==> src/fts_pkg.sv <==
// Package for the flow table traffic statistics block.
// Holds sizes, protocol codes, transaction structs, controller states and
// the command/status bundles. No dependencies.
package fts_pkg;

    // Flow table depth and derived widths
    localparam int FLOW_ENTRIES = 1024;
    localparam int IDX_W        = (FLOW_ENTRIES > 1) ? $clog2(FLOW_ENTRIES) : 1;
    localparam int CNT_W        = $clog2(FLOW_ENTRIES + 1);

    // Protocol numbers and flag bits
    localparam logic [7:0] PROTO_TCP = 8'd6;
    localparam logic [7:0] PROTO_UDP = 8'd17;
    localparam int         ACK_BIT   = 4;

    // Input transaction: one parsed header
    typedef struct packed {
        logic [31:0] src_ip;
        logic [31:0] dst_ip;
        logic [15:0] sport;
        logic [15:0] dport;
        logic [7:0]  protocol;
        logic [15:0] ip_total_length;
        logic [3:0]  ip_header_words;
        logic [7:0]  tcp_flags;
    } t_fts_in;

    // Result transaction
    typedef struct packed {
        logic        new_flow;
        logic        table_full;
        logic [10:0] total_flows;
        logic [10:0] tcp_flows;
        logic [10:0] udp_flows;
        logic [31:0] total_packets;
        logic [31:0] tcp_packets;
        logic [31:0] udp_packets;
        logic [31:0] tcp_bytes;
        logic [31:0] udp_bytes;
        logic [31:0] ack_packets;
    } t_fts_out;

    // One stored flow: the 5-tuple
    typedef struct packed {
        logic [31:0] src_ip;
        logic [31:0] dst_ip;
        logic [15:0] sport;
        logic [15:0] dport;
        logic [7:0]  protocol;
    } t_fts_key;

    // Controller states
    typedef enum logic [1:0] {
        ST_IDLE,
        ST_SCAN,
        ST_WAIT,
        ST_UPDATE
    } t_fts_state;

    // Controller to datapath
    typedef struct packed {
        logic load;
        logic rd_en;
        logic update;
    } t_fts_cmd;

    // Datapath to controller
    typedef struct packed {
        logic empty;
        logic last;
    } t_fts_status;

    // Flow count to 11-bit result field
    function automatic logic [10:0] to_flow_field(input logic [CNT_W-1:0] c);
        logic [31:0] wide;
        wide = 32'(c);
        return wide[10:0];
    endfunction

endpackage

==> src/fts_ctrl.sv <==
// Controller for the flow table block: sequences load, table scan and update.
// Depends on fts_pkg.
module fts_ctrl (
    input  logic                 i_clk,
    input  logic                 i_rst_n,
    input  logic                 start,
    input  fts_pkg::t_fts_status i_status,
    output logic                 busy,
    output fts_pkg::t_fts_cmd    o_cmd,
    output logic                 o_done
);
    import fts_pkg::*;

    t_fts_state r_state, n_state;
    logic       r_done;

    // State register and result strobe
    always_ff @(posedge i_clk) begin
        if (!i_rst_n) begin
            r_state <= ST_IDLE;
            r_done  <= 1'b0;
        end else begin
            r_state <= n_state;
            r_done  <= (r_state == ST_UPDATE);
        end
    end

    // Next state
    always_comb begin
        n_state = r_state;
        case (r_state)
            ST_IDLE: begin
                if (start) begin
                    n_state = i_status.empty ? ST_UPDATE : ST_SCAN;
                end
            end
            ST_SCAN: begin
                if (i_status.last) begin
                    n_state = ST_WAIT;
                end
            end
            ST_WAIT:   n_state = ST_UPDATE;
            ST_UPDATE: n_state = ST_IDLE;
            default:   n_state = ST_IDLE;
        endcase
    end

    // Commands
    always_comb begin
        o_cmd = '0;
        busy  = 1'b1;
        case (r_state)
            ST_IDLE: begin
                busy       = 1'b0;
                o_cmd.load = start;
            end
            ST_SCAN:   o_cmd.rd_en  = 1'b1;
            ST_WAIT:   o_cmd        = '0;
            ST_UPDATE: o_cmd.update = 1'b1;
            default:   busy         = 1'b0;
        endcase
    end

    assign o_done = r_done;

endmodule

==> config.mk <==
export PLATFORM = sky130hd
export DESIGN_NAME = fts_ctrl
export DESIGN_NICKNAME = d
export VERILOG_FILES = /design/src/fts_pkg.sv /design/src/fts_ctrl.sv
export SDC_FILE = /design/constraint.sdc
export NUM_CORES = 1
export LEC_CHECK = 0
export ABC_AREA = 0
export BUFFER_PORTS_ARGS = -buffer_cell sky130_fd_sc_hd__buf_2
export CAP_MARGIN = 20
export CORE_AREA = 2 2 39 41
export CTS_CLUSTER_DIAMETER = 50
export DETAILED_ROUTE_END_ITERATION = 7
export DIE_AREA = 0 0 41 43
export SYNTH_ARGS = -nofsm -noshare
export SYNTH_HDL_FRONTEND = slang
export SYNTH_SLANG_ARGS = --single-unit
==> constraint.sdc <==
create_clock -name i_clk -period 1.2 [get_ports i_clk]
set_input_delay 0.18 -clock i_clk [delete_from_list [all_inputs] [get_ports i_clk]]
set_output_delay 0.18 -clock i_clk [all_outputs]
set_load 0.02 [all_outputs]
==> run_results.csv <==
group,metric,value,unit
status,status,"finished, violations left",
status,violations,"setup timing",
synth,ys_warn_count,0,
detailed_routing,wire_per_inst,9.268,um
global_route,grt-ovfl-total,0,
timing,max-slew-margin-rel,0.8791,
detailed_routing,first_iter_violations,4,
place,placed_cell_area,296.5,um^2
floorplanning,die_height,43,um
place,place_ws,-0.007829,ns
worst_setup_path,critPathMaxFanout,3,
timing,max_freq,0.8256,GHz
clock_tree,cts_tree,"yes",
pwr,combPwrFrac,0.665,
place,io_buffer_count,9,
clock_tree,ctsHoldBuffers,0,
place,finalWeightedCongestion,0.6160,
detailed_routing,ant_nets,0,
detailed_routing,firstDrtPassIters,4,
timing,worst_slack,-0.01128,ns
synth,synth_cell_types,11,
run,drv_cap,0,
synth,ys_seq_area_frac,0.2909,
finish,final_cell_area,384.1,um^2
finish,area_growth,86.06,%
timing,setup-tns-final,-0.01128,ns
synth,synth_nets,32,
detailed_routing,vias,205,
floorplanning,coreArea,1384,um^2
clock_tree,cts_max_level,1,
synth,synth.avg_cell_area,9.384,um^2
finish,drive_gt1_frac,0.7000,
clock_tree,numCtsBuffers,3,
worst_setup_path,end_kind,"output pin",
floorplanning,fp-row-count,14,
finish,final_nets,51,
clock_tree,ctsRootBufferMaster,"clkbuf_4",
worst_setup_path,cp_data_required_time,1.02,ns
global_route,antenna_found_initial,0,
floorplanning,io_pins,10,
timing,post-route-period-util,1.009,
detailed_routing,drc_errors,0,
pwr,swShare,0.4007,
timing,skew,0.002510,ns
clock_tree,cts.sinks,3,
worst_setup_path,critPathKind,"reg2out",
hold_path,hold_path_class,"in2reg",
finish,diodes,0,
floorplanning,die_x,41,um
synth,postSynthCellCount,22,
worst_setup_path,crit_arrival,1.03,ns
pwr,power.share.sequential,0.161,
floorplanning,initial_utilization,0.1492,
worst_setup_path,start_kind,"register",
timing,finalCriticalPeriod,1.211,ns
pwr,p_clk_frac,0.174,
pwr,ir_drop,0.9078,mV
clock_tree,ctsLongestPathBuffers,2,
timing,setup_violations,1,
pwr,leakage,0.1829,nW
global_route,grt_max_degree,5,
place,place_hpwl,322,um
timing,worst_slew_pin_slew,0.1778,ns
pwr,p_per_area,2746,nW/um^2
finish,fin_util,0.2776,
global_route,grt_use_total,0.06707,
clock_tree,clkLatencyLatePin,0.24,ns
pwr,p_switching,0.4227,mW
synth,synth_area_leaders,"ha_1, dfxtp_1, a311oi_1, inv_1, a21oi_1",
global_route,grt_first_pass_wirelength,717,um
synth,synth_top_area_cell,"ha_1",
timing,hold_violations,0,
global_route,grt_pass1_vias,182,
detailed_routing,vias_per_cell,3.661,
detailed_routing,wirelength,519,um
clock_tree,cts.clk_slew.worst_paths,0.04,ns
synth,synth_top_area_frac,0.3030,
timing,rsz0062_at_grt,"true",
floorplanning,dieArea,1763,um^2
synth,netlist_area,206.4,um^2
pwr,p_int,0.6322,mW
timing,slew_viol_final,0,
synth,ys_ff_latch,3,
==> layout make-up <==
type	instances	area, um^2
Sequential cell	3	62.56
Fill cell	147	999.7
Timing Repair Buffer	14	95.09
Multi-Input combinational cell	15	162.7
Clock buffer	4	26.28
Inverter	4	17.52
Tap cell	16	20.02
==> per-layer routing <==
layer	up-vias	track usage	wire (um)
li1	109	-	-
met1	87	0.05414	196
met2	7	0.09688	259
met3	2	0.06806	51
met4	0	0.04000	10
met5	-	0	0
==> flip-flops by register name, summed over array words and instances (netlist names) <==
signal,cells
r_state,2
o_done,1
==> cell usage in the layout (no fill, tap or decap), types with 2 or more instances in the layout <==
cell      synthesis  routed
clkbuf_4          0       3
inv_1             4       2
ha_2              0       3
buf_6             0       2
buf_4             0       5
buf_2             0       7
a21oi_1           2       2
dfxtp_2           0       2
==> logic make-up (layout without fill, tap and decap cells) <==
family / Yosys count / in the layout / share of synthesized area
flops: 3 / 3 / 0.2909
compound gates: 4 / 4 / 0.1334
buf+inv: 4 / 22 / 0.07271
mux: 1 / 1 / 0.04849
simple gates: 5 / 5 / 0.1516
fa+ha+maj: 5 / 5 / 0.3030
==> worst paths after layout <==
kind,start,endpoint,slack (ns),cells after the start
worst max-delay path,r_state[1]$_SDFFE_PN0P_,o_cmd[2],-0.01,4
worst min-delay path,i_rst_n,o_done$_SDFF_PN0_,0.16,2
worst max register to register,r_state[0]$_SDFFE_PN0P_,r_state[0]$_SDFFE_PN0P_,0.01,5
worst min register to register,r_state[0]$_SDFFE_PN0P_,r_state[0]$_SDFFE_PN0P_,0.66,3
==> synthesized netlist by cell type, drive strengths merged <==
cell,instances
or2b,1
and2,2
ha,5
nor2,1
mux2i,1
dfxtp,3
a21oi,2
nand2b,1
a311oi,2
inv,4
==> power groups by stage <==
stage               combinational [mW]  sequential, mW  clock (mW)
finish                           0.701           0.170       0.183
global route                     0.774           0.175       0.202
CTS                              0.622           0.165       0.190
detailed placement               0.496           0.153           0
global placement                 0.498           0.153           0
floorplan                        0.317           0.171           0
==> what timing repair did <==
action | CTS | global route
pin swaps | 1 | 2
resized for setup | 12 | 4
setup endpoints to repair | 5 | 5
buffers inserted | 2 | 0
==> stage by stage <==
stage	hold slack (ns)	cells	power [mW]
global placement	0.3996	50	0.6510
global route	0.1686	56	1.151
detailed placement	0.4009	50	0.6485
floorplan	0.3017	22	0.4885
finish	0.1606	56	1.055
CTS	0.1563	56	0.9768
==> critical path: stages, from the launching register on <==
cell	delay, ns
dfxtp_2	0.34
inv_4	0.05
ha_4	0.15
and2_4	0.13
buf_6	0.12
Power figures use the tool's default switching activity.
